### src/hdl/gbpe_pkg.sv
// ----------------------------------------------------------------------------
// gbpe_pkg
// Types, register map and reset values shared by the glyph bitmap expander.
// ----------------------------------------------------------------------------
`default_nettype none

package gbpe_pkg;

	localparam int ADDR_W      = 5;
	localparam int DATA_W      = 32;
	localparam int QUEUE_DEPTH = 4;

	typedef enum logic [2:0] {
		REG_ORIGIN_X     = 3'd0,
		REG_ORIGIN_Y     = 3'd1,
		REG_GLYPH_WIDTH  = 3'd2,
		REG_GLYPH_HEIGHT = 3'd3,
		REG_X_OFFSET     = 3'd4,
		REG_Y_OFFSET     = 3'd5,
		REG_DRAW_COLOR   = 3'd6
	} reg_idx_t;

	localparam logic [11:0] RST_ORIGIN_X     = 12'd0;
	localparam logic [11:0] RST_ORIGIN_Y     = 12'd0;
	localparam logic [7:0]  RST_GLYPH_WIDTH  = 8'd8;
	localparam logic [7:0]  RST_GLYPH_HEIGHT = 8'd16;
	localparam logic [7:0]  RST_X_OFFSET     = 8'd0;
	localparam logic [7:0]  RST_Y_OFFSET     = 8'd0;
	localparam logic [31:0] RST_DRAW_COLOR   = 32'd0;

	localparam logic [13:0] CELL_BOTTOM = 14'd15;

	typedef struct packed {
		logic [11:0] origin_x;
		logic [11:0] origin_y;
		logic [7:0]  glyph_width;
		logic [7:0]  glyph_height;
		logic [7:0]  x_offset;
		logic [7:0]  y_offset;
		logic [31:0] draw_color;
	} cfg_t;

	typedef struct packed {
		logic [7:0]  pixels;
		logic [13:0] base_x;
		logic [13:0] pixel_y;
		logic        glyph_done;
	} entry_t;

endpackage

`default_nettype wire

### src/hdl/gbpe_if.sv
// ----------------------------------------------------------------------------
// gbpe channel interfaces
// Bitmap byte channel and pixel write channel, valid/ready handshake.
// ----------------------------------------------------------------------------
`default_nettype none

interface gbpe_byte_if;
	logic       valid;
	logic       ready;
	logic [7:0] bitmap_byte;

	modport source (output valid, output bitmap_byte, input ready);
	modport sink   (input valid, input bitmap_byte, output ready);
endinterface

interface gbpe_pixel_if;
	logic               valid;
	logic               ready;
	logic signed [13:0] pixel_x;
	logic signed [13:0] pixel_y;
	logic        [31:0] pixel_color;
	logic               last_of_byte;
	logic               glyph_done;
	logic signed [9:0]  advance_width;

	modport source (output valid, output pixel_x, output pixel_y, output pixel_color,
		output last_of_byte, output glyph_done, output advance_width, input ready);
	modport sink   (input valid, input pixel_x, input pixel_y, input pixel_color,
		input last_of_byte, input glyph_done, input advance_width, output ready);
endinterface

`default_nettype wire

### src/hdl/glyph_bitmap_pixel_expander.sv
// ----------------------------------------------------------------------------
// glyph_bitmap_pixel_expander
// Expands 1bpp glyph bitmap bytes into pixel write words.
//
//   channel     dir   handshake            payload
//   bitmap_in   in    valid/ready          bitmap_byte
//   pixel_out   out   valid/ready          pixel_x, pixel_y, pixel_color,
//                                          last_of_byte, glyph_done, advance_width
//   apb         in    psel/penable/pready  paddr, pwdata, prdata
//
// front end takes one byte per cycle while the queue has room
// back end issues one pixel word per cycle while the output is not stalled:
// a byte yields one word per set bit, and bytes with no set bits are not queued
// a taken byte passes the queue, then the work register, then the output register
// reset clears counters, queue pointers and output valid; no clearing pass
// a stalled output holds its word while the back end waits
// ----------------------------------------------------------------------------
`default_nettype none

module glyph_bitmap_pixel_expander #(
	parameter int QUEUE_DEPTH = gbpe_pkg::QUEUE_DEPTH
) (
	input  wire                         clk,
	input  wire                         arst_n,
	input  wire                         psel,
	input  wire                         penable,
	input  wire                         pwrite,
	input  wire  [gbpe_pkg::ADDR_W-1:0] paddr,
	input  wire  [gbpe_pkg::DATA_W-1:0] pwdata,
	output logic [gbpe_pkg::DATA_W-1:0] prdata,
	output logic                        pready,
	gbpe_byte_if.sink                   bitmap_in,
	gbpe_pixel_if.source                pixel_out
);

	gbpe_pkg::cfg_t   cfg;
	gbpe_pkg::entry_t push_entry;
	gbpe_pkg::entry_t pop_entry;
	logic             q_full;
	logic             q_push;
	logic             q_pop;
	logic             q_valid;

	gbpe_cfg u_cfg (
		.clk     (clk),
		.arst_n  (arst_n),
		.psel    (psel),
		.penable (penable),
		.pwrite  (pwrite),
		.paddr   (paddr),
		.pwdata  (pwdata),
		.prdata  (prdata),
		.pready  (pready),
		.cfg     (cfg)
	);

	gbpe_front u_front (
		.clk       (clk),
		.arst_n    (arst_n),
		.cfg       (cfg),
		.bitmap_in (bitmap_in),
		.q_full    (q_full),
		.q_push    (q_push),
		.q_entry   (push_entry)
	);

	gbpe_queue #(
		.DEPTH (QUEUE_DEPTH)
	) u_queue (
		.clk       (clk),
		.arst_n    (arst_n),
		.push      (q_push),
		.entry_in  (push_entry),
		.full      (q_full),
		.pop       (q_pop),
		.not_empty (q_valid),
		.entry_out (pop_entry)
	);

	gbpe_back u_back (
		.clk       (clk),
		.arst_n    (arst_n),
		.cfg       (cfg),
		.q_valid   (q_valid),
		.q_entry   (pop_entry),
		.q_pop     (q_pop),
		.pixel_out (pixel_out)
	);

endmodule

`default_nettype wire

### src/hdl/gbpe_cfg.sv
// ----------------------------------------------------------------------------
// gbpe_cfg
// APB register bank holding glyph geometry, origin and colour.
// ----------------------------------------------------------------------------
`default_nettype none

module gbpe_cfg (
	input  wire                         clk,
	input  wire                         arst_n,
	input  wire                         psel,
	input  wire                         penable,
	input  wire                         pwrite,
	input  wire  [gbpe_pkg::ADDR_W-1:0] paddr,
	input  wire  [gbpe_pkg::DATA_W-1:0] pwdata,
	output logic [gbpe_pkg::DATA_W-1:0] prdata,
	output logic                        pready,
	output gbpe_pkg::cfg_t              cfg
);

	gbpe_pkg::cfg_t     cfg_q;
	gbpe_pkg::reg_idx_t idx;
	logic               wr_en;

	assign pready = 1'b1;
	assign idx    = gbpe_pkg::reg_idx_t'(paddr[gbpe_pkg::ADDR_W-1:2]);
	assign wr_en  = psel && penable && pwrite;
	assign cfg    = cfg_q;

	always_ff @(posedge clk or negedge arst_n) begin
		if (!arst_n) begin
			cfg_q.origin_x     <= gbpe_pkg::RST_ORIGIN_X;
			cfg_q.origin_y     <= gbpe_pkg::RST_ORIGIN_Y;
			cfg_q.glyph_width  <= gbpe_pkg::RST_GLYPH_WIDTH;
			cfg_q.glyph_height <= gbpe_pkg::RST_GLYPH_HEIGHT;
			cfg_q.x_offset     <= gbpe_pkg::RST_X_OFFSET;
			cfg_q.y_offset     <= gbpe_pkg::RST_Y_OFFSET;
			cfg_q.draw_color   <= gbpe_pkg::RST_DRAW_COLOR;
		end else if (wr_en) begin
			unique case (idx)
				gbpe_pkg::REG_ORIGIN_X:     cfg_q.origin_x     <= pwdata[11:0];
				gbpe_pkg::REG_ORIGIN_Y:     cfg_q.origin_y     <= pwdata[11:0];
				gbpe_pkg::REG_GLYPH_WIDTH:  cfg_q.glyph_width  <= pwdata[7:0];
				gbpe_pkg::REG_GLYPH_HEIGHT: cfg_q.glyph_height <= pwdata[7:0];
				gbpe_pkg::REG_X_OFFSET:     cfg_q.x_offset     <= pwdata[7:0];
				gbpe_pkg::REG_Y_OFFSET:     cfg_q.y_offset     <= pwdata[7:0];
				gbpe_pkg::REG_DRAW_COLOR:   cfg_q.draw_color   <= pwdata[31:0];
				default: ;
			endcase
		end
	end

	always_comb begin
		prdata = '0;
		unique case (idx)
			gbpe_pkg::REG_ORIGIN_X:     prdata = {20'd0, cfg_q.origin_x};
			gbpe_pkg::REG_ORIGIN_Y:     prdata = {20'd0, cfg_q.origin_y};
			gbpe_pkg::REG_GLYPH_WIDTH:  prdata = {24'd0, cfg_q.glyph_width};
			gbpe_pkg::REG_GLYPH_HEIGHT: prdata = {24'd0, cfg_q.glyph_height};
			gbpe_pkg::REG_X_OFFSET:     prdata = {24'd0, cfg_q.x_offset};
			gbpe_pkg::REG_Y_OFFSET:     prdata = {24'd0, cfg_q.y_offset};
			gbpe_pkg::REG_DRAW_COLOR:   prdata = cfg_q.draw_color;
			default:                    prdata = '0;
		endcase
	end

endmodule

`default_nettype wire

### src/hdl/gbpe_front.sv
// ----------------------------------------------------------------------------
// gbpe_front
// Takes bitmap bytes, tracks column and row, works out the pixel base
// position and queues bytes that carry set pixels.
// ----------------------------------------------------------------------------
`default_nettype none

module gbpe_front (
	input  wire                    clk,
	input  wire                    arst_n,
	input  gbpe_pkg::cfg_t         cfg,
	gbpe_byte_if.sink              bitmap_in,
	input  wire                    q_full,
	output logic                   q_push,
	output gbpe_pkg::entry_t       q_entry
);

	logic [4:0]  byte_column_q;
	logic [7:0]  row_index_q;
	logic [8:0]  wsum;
	logic [5:0]  wbytes;
	logic        empty_glyph;
	logic        last_col;
	logic        last_row;
	logic        accept;

	assign wsum        = {1'b0, cfg.glyph_width} + 9'd7;
	assign wbytes      = wsum[8:3];
	assign empty_glyph = (wbytes == 6'd0) || (cfg.glyph_height == 8'd0);
	assign last_col    = ({1'b0, byte_column_q} + 6'd1) >= wbytes;
	assign last_row    = ({1'b0, row_index_q} + 9'd1) >= {1'b0, cfg.glyph_height};

	assign bitmap_in.ready = !q_full;
	assign accept          = bitmap_in.valid && !q_full;
	assign q_push          = accept && !empty_glyph && (bitmap_in.bitmap_byte != 8'd0);

	always_comb begin
		q_entry.pixels     = bitmap_in.bitmap_byte;
		q_entry.base_x     = {2'b00, cfg.origin_x} + {{6{cfg.x_offset[7]}}, cfg.x_offset}
			+ {6'd0, byte_column_q, 3'b000};
		q_entry.pixel_y    = {2'b00, cfg.origin_y} + gbpe_pkg::CELL_BOTTOM
			- {{6{cfg.y_offset[7]}}, cfg.y_offset} - {6'd0, cfg.glyph_height}
			+ {6'd0, row_index_q};
		q_entry.glyph_done = last_col && last_row;
	end

	always_ff @(posedge clk or negedge arst_n) begin
		if (!arst_n) begin
			byte_column_q <= '0;
			row_index_q   <= '0;
		end else if (accept && !empty_glyph) begin
			if (last_col) begin
				byte_column_q <= '0;
				row_index_q   <= last_row ? 8'd0 : row_index_q + 8'd1;
			end else begin
				byte_column_q <= byte_column_q + 5'd1;
			end
		end
	end

endmodule

`default_nettype wire

### src/hdl/gbpe_queue.sv
// ----------------------------------------------------------------------------
// gbpe_queue
// Short queue of classified bytes between front and back end.
// ----------------------------------------------------------------------------
`default_nettype none

module gbpe_queue #(
	parameter int DEPTH = gbpe_pkg::QUEUE_DEPTH
) (
	input  wire                    clk,
	input  wire                    arst_n,
	input  wire                    push,
	input  gbpe_pkg::entry_t       entry_in,
	output logic                   full,
	input  wire                    pop,
	output logic                   not_empty,
	output gbpe_pkg::entry_t       entry_out
);

	localparam int PTR_W = $clog2(DEPTH);
	localparam int CNT_W = $clog2(DEPTH + 1);

	gbpe_pkg::entry_t   slots_q [DEPTH];
	logic [PTR_W-1:0]   wr_ptr_q;
	logic [PTR_W-1:0]   rd_ptr_q;
	logic [CNT_W-1:0]   count_q;
	logic               do_push;
	logic               do_pop;

	assign full      = (count_q == CNT_W'(DEPTH));
	assign not_empty = (count_q != '0);
	assign do_push   = push && !full;
	assign do_pop    = pop && not_empty;
	assign entry_out = slots_q[rd_ptr_q];

	always_ff @(posedge clk) begin
		if (do_push) begin
			slots_q[wr_ptr_q] <= entry_in;
		end
	end

	always_ff @(posedge clk or negedge arst_n) begin
		if (!arst_n) begin
			wr_ptr_q <= '0;
			rd_ptr_q <= '0;
			count_q  <= '0;
		end else begin
			if (do_push) begin
				wr_ptr_q <= (wr_ptr_q == PTR_W'(DEPTH - 1)) ? '0 : wr_ptr_q + PTR_W'(1);
			end
			if (do_pop) begin
				rd_ptr_q <= (rd_ptr_q == PTR_W'(DEPTH - 1)) ? '0 : rd_ptr_q + PTR_W'(1);
			end
			if (do_push && !do_pop) begin
				count_q <= count_q + CNT_W'(1);
			end else if (do_pop && !do_push) begin
				count_q <= count_q - CNT_W'(1);
			end
		end
	end

endmodule

`default_nettype wire

### src/hdl/gbpe_back.sv
// ----------------------------------------------------------------------------
// gbpe_back
// Walks the set pixels of each queued byte, msb first, and issues one
// pixel write word per cycle, while the output is not stalled, through an output register.
// ----------------------------------------------------------------------------
`default_nettype none

module gbpe_back (
	input  wire                    clk,
	input  wire                    arst_n,
	input  gbpe_pkg::cfg_t         cfg,
	input  wire                    q_valid,
	input  gbpe_pkg::entry_t       q_entry,
	output logic                   q_pop,
	gbpe_pixel_if.source           pixel_out
);

	logic        work_valid_q;
	logic [7:0]  mask_q;
	logic [13:0] base_x_q;
	logic [13:0] pixel_y_q;
	logic        done_q;

	logic        out_valid_q;
	logic [13:0] out_x_q;
	logic [13:0] out_y_q;
	logic        out_last_q;
	logic        out_done_q;

	logic [2:0]  idx;
	logic [7:0]  remaining;
	logic        last_bit;
	logic        out_free;
	logic        emit;
	logic        load;

	// first set pixel from the left
	always_comb begin
		idx = 3'd0;
		for (int b = 0; b < 8; b++) begin
			if (mask_q[b]) begin
				idx = 3'(7 - b);
			end
		end
	end

	assign remaining = mask_q & ~(8'h80 >> idx);
	assign last_bit  = (remaining == 8'd0);
	assign out_free  = !out_valid_q || pixel_out.ready;
	assign emit      = work_valid_q && out_free;
	assign load      = !work_valid_q || (emit && last_bit);
	assign q_pop     = load && q_valid;

	always_ff @(posedge clk or negedge arst_n) begin
		if (!arst_n) begin
			work_valid_q <= 1'b0;
			out_valid_q  <= 1'b0;
		end else begin
			if (load) begin
				work_valid_q <= q_valid;
			end
			if (emit) begin
				out_valid_q <= 1'b1;
			end else if (pixel_out.ready) begin
				out_valid_q <= 1'b0;
			end
		end
	end

	always_ff @(posedge clk) begin
		if (load && q_valid) begin
			mask_q    <= q_entry.pixels;
			base_x_q  <= q_entry.base_x;
			pixel_y_q <= q_entry.pixel_y;
			done_q    <= q_entry.glyph_done;
		end else if (emit) begin
			mask_q <= remaining;
		end
		if (emit) begin
			out_x_q    <= base_x_q + {11'd0, idx};
			out_y_q    <= pixel_y_q;
			out_last_q <= last_bit;
			out_done_q <= done_q;
		end
	end

	assign pixel_out.valid         = out_valid_q;
	assign pixel_out.pixel_x       = out_x_q;
	assign pixel_out.pixel_y       = out_y_q;
	assign pixel_out.pixel_color   = cfg.draw_color;
	assign pixel_out.last_of_byte  = out_last_q;
	assign pixel_out.glyph_done    = out_done_q;
	assign pixel_out.advance_width = {{2{cfg.x_offset[7]}}, cfg.x_offset}
		+ {2'b00, cfg.glyph_width} + 10'd1;

endmodule

`default_nettype wire
### src/flat_wrapper.sv
// flat-port wrapper written by rule: the top's interface ports become plain ports
module glyph_bitmap_pixel_expander_flat 
#(
	parameter int QUEUE_DEPTH = gbpe_pkg::QUEUE_DEPTH
)
  (clk, arst_n, psel, penable, pwrite, paddr, pwdata, prdata, pready, bitmap_in_valid, bitmap_in_bitmap_byte, bitmap_in_ready, pixel_out_valid, pixel_out_pixel_x, pixel_out_pixel_y, pixel_out_pixel_color, pixel_out_last_of_byte, pixel_out_glyph_done, pixel_out_advance_width, pixel_out_ready);
  gbpe_byte_if bitmap_in_i ();
  gbpe_pixel_if pixel_out_i ();
  input  wire clk;
  input  wire arst_n;
  input  wire psel;
  input  wire penable;
  input  wire pwrite;
  input  wire  [gbpe_pkg::ADDR_W-1:0] paddr;
  input  wire  [gbpe_pkg::DATA_W-1:0] pwdata;
  output logic [gbpe_pkg::DATA_W-1:0] prdata;
  output logic pready;
  input wire logic [$bits(bitmap_in_i.valid)-1:0] bitmap_in_valid;
  input wire logic [$bits(bitmap_in_i.bitmap_byte)-1:0] bitmap_in_bitmap_byte;
  output wire logic [$bits(bitmap_in_i.ready)-1:0] bitmap_in_ready;
  output wire logic [$bits(pixel_out_i.valid)-1:0] pixel_out_valid;
  output wire logic [$bits(pixel_out_i.pixel_x)-1:0] pixel_out_pixel_x;
  output wire logic [$bits(pixel_out_i.pixel_y)-1:0] pixel_out_pixel_y;
  output wire logic [$bits(pixel_out_i.pixel_color)-1:0] pixel_out_pixel_color;
  output wire logic [$bits(pixel_out_i.last_of_byte)-1:0] pixel_out_last_of_byte;
  output wire logic [$bits(pixel_out_i.glyph_done)-1:0] pixel_out_glyph_done;
  output wire logic [$bits(pixel_out_i.advance_width)-1:0] pixel_out_advance_width;
  input wire logic [$bits(pixel_out_i.ready)-1:0] pixel_out_ready;
  assign bitmap_in_i.valid = bitmap_in_valid;
  assign bitmap_in_i.bitmap_byte = bitmap_in_bitmap_byte;
  assign bitmap_in_ready = bitmap_in_i.ready;
  assign pixel_out_valid = pixel_out_i.valid;
  assign pixel_out_pixel_x = pixel_out_i.pixel_x;
  assign pixel_out_pixel_y = pixel_out_i.pixel_y;
  assign pixel_out_pixel_color = pixel_out_i.pixel_color;
  assign pixel_out_last_of_byte = pixel_out_i.last_of_byte;
  assign pixel_out_glyph_done = pixel_out_i.glyph_done;
  assign pixel_out_advance_width = pixel_out_i.advance_width;
  assign pixel_out_i.ready = pixel_out_ready;
  glyph_bitmap_pixel_expander #(.QUEUE_DEPTH(QUEUE_DEPTH)) u_core (.clk(clk), .arst_n(arst_n), .psel(psel), .penable(penable), .pwrite(pwrite), .paddr(paddr), .pwdata(pwdata), .prdata(prdata), .pready(pready), .bitmap_in(bitmap_in_i), .pixel_out(pixel_out_i));
endmodule
### config.mk
export PLATFORM = sky130hd
export DESIGN_NAME = glyph_bitmap_pixel_expander_flat
export DESIGN_NICKNAME = d
export VERILOG_FILES = /design/src/hdl/gbpe_pkg.sv /design/src/hdl/gbpe_if.sv /design/src/hdl/glyph_bitmap_pixel_expander.sv /design/src/hdl/gbpe_cfg.sv /design/src/hdl/gbpe_front.sv /design/src/hdl/gbpe_queue.sv /design/src/hdl/gbpe_back.sv /design/src/flat_wrapper.sv
export SDC_FILE = /design/constraint.sdc
export NUM_CORES = 1
export LEC_CHECK = 0
export BUFFER_PORTS_ARGS = -buffer_cell sky130_fd_sc_hd__buf_2
export CAP_MARGIN = 15
export CORE_AREA = 8 8 184 186
export CTS_CLUSTER_SIZE = 25
export DETAILED_ROUTE_END_ITERATION = 6
export DIE_AREA = 0 0 192 194
export GPL_TIMING_DRIVEN = 0
export PLACE_DENSITY = 0.71
export RECOVER_POWER = 50
export SYNTH_ARGS = -nofsm -noshare
export SYNTH_HDL_FRONTEND = slang
export SYNTH_SLANG_ARGS = --single-unit
### constraint.sdc
create_clock -name clk -period 4.5 [get_ports clk]
set_clock_uncertainty 0.2 [all_clocks]
set_input_delay 0.9 -clock clk [delete_from_list [all_inputs] [get_ports clk]]
set_output_delay 0.9 -clock clk [all_outputs]
set_load 0.005 [all_outputs]
; Yosys cells after proc, flatten, opt, wreduce, memory -nomap -nowiden
; Memory sizes are Yosys's and may differ from the RTL's.
; Cells that the tools add are included.
[totals]
elab_cells = 115
ram_bits = 148
output_inout_bits = 107
regBits = 177
input_bits = 52
n_memories = 1
[op_classes]
bitwise = 2
eq_ne = 9
shifts = 1
mux = 21
addsub = 18
n_lt_le_gt_ge = 2
reduce_logical = 39
[mem_list]
columns = memory, depth, word_bits, rd, rd_ports_with_merged_regs, write_ports, line
row1 = u_core.u_queue.slots_q, 4, 37, 1, 0, 1, gbpe_queue.sv:23  ; gbpe_pkg::entry_t slots_q [DEPTH];
[op_table]
columns = operator, count
row1 = 32-bit case mux with 7 select lines, 1
row2 = 3-bit two-way mux, 10
row3 = 14-bit by 8-bit adder with 14-bit output, 2
row4 = 8-bit two-way mux, 3
row5 = 8-bit zero test, 2
row6 = 2-bit AND reduction, 8
row7 = 13-bit by 8-bit adder with 14-bit output, 1
row8 = 14-bit by 3-bit adder with 14-bit output, 1
row9 = 13-bit by 14-bit subtractor with 14-bit output, 1
row10 = 14-bit by 8-bit subtractor with 14-bit output, 1
row11 = 12-bit by 4-bit adder with 13-bit output (second input constant), 1
row12 = 1-bit logical AND, 13
row13 = 3-bit equality test (second input constant), 4
row14 = 10-bit by 1-bit adder with 10-bit output (second input constant), 1
row15 = 8-bit by 9-bit adder with 10-bit output, 1
row16 = 8-bit by 1-bit adder with 9-bit output (second input constant), 1
row17 = 8-bit by 3-bit adder with 9-bit output (second input constant), 1
row18 = 9-bit by 8-bit >= comparator with 1-bit output, 1
row19 = 8-bit by 1-bit adder with 8-bit output (second input constant), 1
row20 = 8-bit bitwise AND, 1
row21 = 8-bit NOT, 1
row22 = 8-bit nonzero test, 1
row23 = 8-bit by 3-bit >> shifter with 8-bit output (first input constant), 1
row24 = 5-bit by 1-bit adder with 6-bit output (second input constant), 1
row25 = 17 further kinds, 33

; Depth between registers and ports, before layout
[logic_depth]
ltp_word = 19
depth_mapped = 14
ltp_nobuf = 13

; Hierarchy
; Synthesis repeated with hierarchy kept, for this count alone.
[hier_totals]
hier_cells = 1154
area_unflattened_um2 = 16505.8
[by_module_without_submodules]
columns = module, area_per_inst_um2, cells_per_inst, seq_area_each_um2, n_inst
row1 = gbpe_queue, 5766.8, 230, 4619.4, 1
row2 = gbpe_cfg, 4102.7, 295, 2204.6, 1
row3 = gbpe_back, 3367.0, 250, 2062.0, 1
row4 = gbpe_front, 3269.4, 379, 325.3, 1

; Least setup slack after synthesis
; Ideal clock, no wire load.
[synth_timing]
path_type = reg2reg
start = register u_core.u_front.row_index_q[1]
end = memory u_core.u_queue.slots_q[0][14] (netlist bit), data pin
n_path_buf = 0
stages_incl_launch_ff = 12
path_slack_ps = 639
setup_ps = 272
synth_period_minus_slack_ps = 3861
arrival_time_ps = 3390
required_time_ps = 4028
path_cell_list = dfrtp_1 > fa_1 > fa_1 > ha_1 > ha_1 > fa_1 > a211oi_1 > o21ai_0 > a31oi_1 > o2111ai_1 > a21oi_1 > xnor2_1
[synth_lines]
columns = item, line
row1 = from (decl), gbpe_front.sv:19  ; logic [7:0] row_index_q;
row2 = from (signal assigned), gbpe_front.sv:54  ; row_index_q <= last_row ? 8'd0 : row_index_q + 8'd1;
row3 = to (decl), gbpe_queue.sv:23

==> metrics.md <==
| Metric | Value |
|---|---|
| Maximum level of the CTS H-tree | 2 |
| Global-route wire length before repair | ~56 mm |
| Area growth from synthesis to final layout | 15.4% |
| Share of the synthesized area in the top cell type | 40.6% |
| Worst setup timing slack at the placement stage | 0.256 ns |
| Min-delay worst type | flop to flop |
| Highest ir drop seen on vdd | 422 uV |
| Mean instance size in the synthesized netlist | 14.1 um^2 |
| Largest cells by area after synthesis | sky130_fd_sc_hd__edfxtp_1 (41%), sky130_fd_sc_hd__dfrtp_1 (17%), sky130_fd_sc_hd__ha_1 (6.7%), sky130_fd_sc_hd__mux2_2 (5.2%), sky130_fd_sc_hd__mux4_2 (5.2%) |
| Slowest cell delay on critical path | 0.61 ns |
| Clk slew on worst S/H paths | 0.06 ns |
| CP max FO | 5 |
| Non-filler instance count after layout | 1759 |
| Total number of vias | 9842 |
| Setup repair bufs after CTS | 0 |
| Worst slew slack as a fraction of its limit | -45.4% |
| Slew of the pin with the lowest slew margin | 2.18 ns |
| Maximum clock frequency | 238 MHz |
| Fraction of layout cells with a size suffix above 1 | between 20% and 30% |
| Number of antenna violations at the first check in global routing | 1 |
| Max Root-Sink Buffers | 3 |
| Violations in the final reports | capacitance limit, slew limit |
| Total count of max-transition violations in the final report | 85 |
| Synth async-reset ratio | between 30% and 40% |
| Post-route setup slack | 0.306 ns |
| Kind of cell adding the most delay to the critical path | adder cells |
| Number of register bits inferred by synthesis | ~330 |
| Leakage power | 0.00751 uW |
| Instance area after placement | 17300 um^2 |
| Data arrival time of the critical path | 4.24 ns |
| Total Nets Final | roughly 1500 |
| Floorplan die width | 192 um |
| Commonest cells after routing, fill and taps aside | sky130_fd_sc_hd__edfxtp_1 (215), sky130_fd_sc_hd__buf_2 (122), sky130_fd_sc_hd__dfrtp_1 (108) |
| Total GRT Usage | approximately a fifth |
| Number of placed instances, taps included | between 1500 and 2000 |
| Detailed-route wire length | 35.1 mm |
| Post-Syn Area | 15900 um^2 |
| Clock Latency Late Sink | approximately 0.51 ns |
| Detail-routed via count per cell | 5.60 |
| Cells after Synth | about 1100 |
| Number of flops mapped to enable cells by yosys | 215 |
| Wire length per cell | ~20 um |
| Port buffer count | 155 |
| Dominant cell type by area after synthesis | sky130_fd_sc_hd__edfxtp_1 |
| Commonest register cell after synthesis | sky130_fd_sc_hd__edfxtp_1 |
| Number of global-route vias before repair | 10100 |
| Clock period minus final worst setup slack | 4.19 ns |
| Vertical die dimension | 194 um |
| Initial Util | 51.2% |
| Number of setup violations in the final report | 0 |
| RSZ-0062 raised after global routing | no |
| Max-cap violations | 1 |
| Share of the clock period used by the worst path | 93.2% |
| Gr ovfl total | 0 |
| Finished Cell Area | between 15000 and 20000 um^2 |
| Status | finished, violations left |
| Buffering stage count on the worst path with inverters included | 0 |
| Fill cell instance count of the final layout | 2482 |
| Clock root buffer | sky130_fd_sc_hd__clkbuf_16 |
| Cell-by-cell listing of the critical path | fa_1 -> fa_1 -> ha_1 -> ha_1 -> fa_1 -> a211oi_1 -> o21ai_0 -> a31oi_2 -> o2111ai_1 -> a21oi_1 -> xnor2_1 |
| Required time reported for the critical path endpoint | approximately 4.5 ns |
| Placer's final routability congestion estimate | 0.934 |
| Clock buffers created by TritonCTS | 36 |
| Hold Worst Slack | 0.219 ns |
| Cts-stage hold buffer count | 0 |
| Most repeated library cell on the critical path | sky130_fd_sc_hd__fa_1 |
| Area enclosed by the die boundary | 37200 um^2 |
| Antenna viol nets, final | 0 |
| Critical Path Slowest Stage Cell | sky130_fd_sc_hd__fa_1 |
| Total I/O pin count | 159 |
| Sequential share of the synthesized area | 57.9% |
| Element type at the critical path end | flop |
| Number of nets in the synthesized netlist | 1290 |
| DRC violations left | 0 |
| Power density relative to cell area | 705 nW/um^2 |
| Cells resized by post-CTS repair | 0 |
| Largest net degree at the start of global routing | 85 |
| TritonCTS sink count | 325 |
| TritonCTS clock tree | built |
| Number of placement rows | 65 |
| Total of warnings raised by yosys | 0 |
| Commonest non-fill, non-tap cell in the layout | sky130_fd_sc_hd__edfxtp_1 |
| Core region area | 31100 um^2 |
| Detailed Route Iter0 Violations | 707 |
| Final hold violation count | 0 |
| Half-perimeter wire length after placement | 25.4 mm |
| Number of iterations in the first detailed-routing pass | 5 |
| Type of the worst setup path | flop to flop |
| CP Launch Type | flop |
| Number of unique standard cell types used by synthesis | 73 |
==> power by group <==
part	switching (uW)	internal, uW	total (uW)
Sequential	439	4720	5160
Clock	1160	1630	2800
Combinational	2870	2120	4990
Total	4480	8470	12900
==> cell families (layout without fill, tap and decap cells) <==
logic type / after synthesis / in the layout / synth area share (%)
buf+inv: 123 / 350 / 3.78
flops: 325 / 325 / 57.9
mux: 131 / 131 / 11.9
fa+ha+maj: 109 / 109 / 9.71
xor+xnor: 56 / 56 / 3.08
compound gates: 163 / 163 / 6.80
other cells: 1 / 2 / 0.0236
simple gates: 221 / 221 / 6.84
==> flip-flops by register name, indices dropped and copies added, names as in the netlist, 2 cells and up <==
signal / flops
u_core.u_queue.slots_q: 148
u_core.u_cfg.cfg: 88
u_core.u_back.base_x_q: 14
u_core.u_back.pixel_out.pixel_x: 14
u_core.u_back.pixel_out.pixel_y: 14
u_core.u_back.pixel_y_q: 14
u_core.u_back.mask_q: 8
u_core.u_front.row_index_q: 8
u_core.u_front.byte_column_q: 5
u_core.u_queue.count_q: 3
u_core.u_queue.rd_ptr_q: 2
u_core.u_queue.wr_ptr_q: 2
==> cell usage after synthesis, types with 26 or more instances <==
| library cell | number |
|---|---|
| sky130_fd_sc_hd__dfrtp_1 | 108 |
| sky130_fd_sc_hd__and2_1 | 26 |
| sky130_fd_sc_hd__nor2_1 | 47 |
| sky130_fd_sc_hd__mux4_2 | 37 |
| sky130_fd_sc_hd__xnor2_1 | 35 |
| sky130_fd_sc_hd__buf_4 | 33 |
| sky130_fd_sc_hd__nand2_1 | 65 |
| sky130_fd_sc_hd__edfxtp_1 | 215 |
| sky130_fd_sc_hd__mux2_2 | 74 |
| sky130_fd_sc_hd__ha_1 | 85 |
| sky130_fd_sc_hd__o21ai_0 | 57 |
| sky130_fd_sc_hd__inv_1 | 61 |
==> final timing paths <==
check,from,to,slack [ns],cells past startpoint
setup / recovery,u_core.u_front.row_index_q[1],u_core.u_queue.slots_q[2][14],0.31,11
min in group asynchronous,arst_n,u_core.u_cfg.cfg[15],0.55,1
setup reg to reg,u_core.u_front.row_index_q[1],u_core.u_queue.slots_q[2][14],0.31,11
max in group asynchronous,arst_n,u_core.u_front.row_index_q[6],0.72,2
hold / removal,u_core.u_back.pixel_y_q[5],u_core.u_back.pixel_out.pixel_y[5],0.22,0
hold reg to reg,u_core.u_back.pixel_y_q[5],u_core.u_back.pixel_out.pixel_y[5],0.22,0
==> through the flow <==
step                utilization [%]  power, uW  TNS (ns)
floorplan                         -       8630         0
global placement               55.3       9970    -40.50
detailed placement             55.8      10200         0
CTS                            59.4      13100         0
global route                   59.1      13800         0
finish                         59.1      12900         0
==> routing by layer <==
| layer | wire length (um) | vias up | global-route usage [%] |
|---|---|---|---|
| li1 | - | 4580 | - |
| met1 | 15400 | 4873 | 26.0 |
| met2 | 16700 | 339 | 31.1 |
| met3 | 2190 | 50 | 3.62 |
| met4 | 800 | 0 | 4.98 |
| met5 | 0 | - | 0 |
==> layout make-up <==
| cell class | count | area (um^2) | area share [%] |
|---|---|---|---|
| flip-flops and latches | 325 | 9210 | 50.2 |
| multi-input cells | 681 | 6090 | 33.2 |
| clock buffers | 45 | 955 | 5.20 |
| repair buffers | 163 | 836 | 4.55 |
| well taps | 402 | 503 | 2.74 |
| plain buffers | 61 | 359 | 1.96 |
| inverters | 61 | 229 | 1.25 |
| clock inverters | 20 | 173 | 0.941 |
| diodes | 1 | 2.50 | 0.0136 |
No activity file was read; power rests on OpenSTA's default activity.
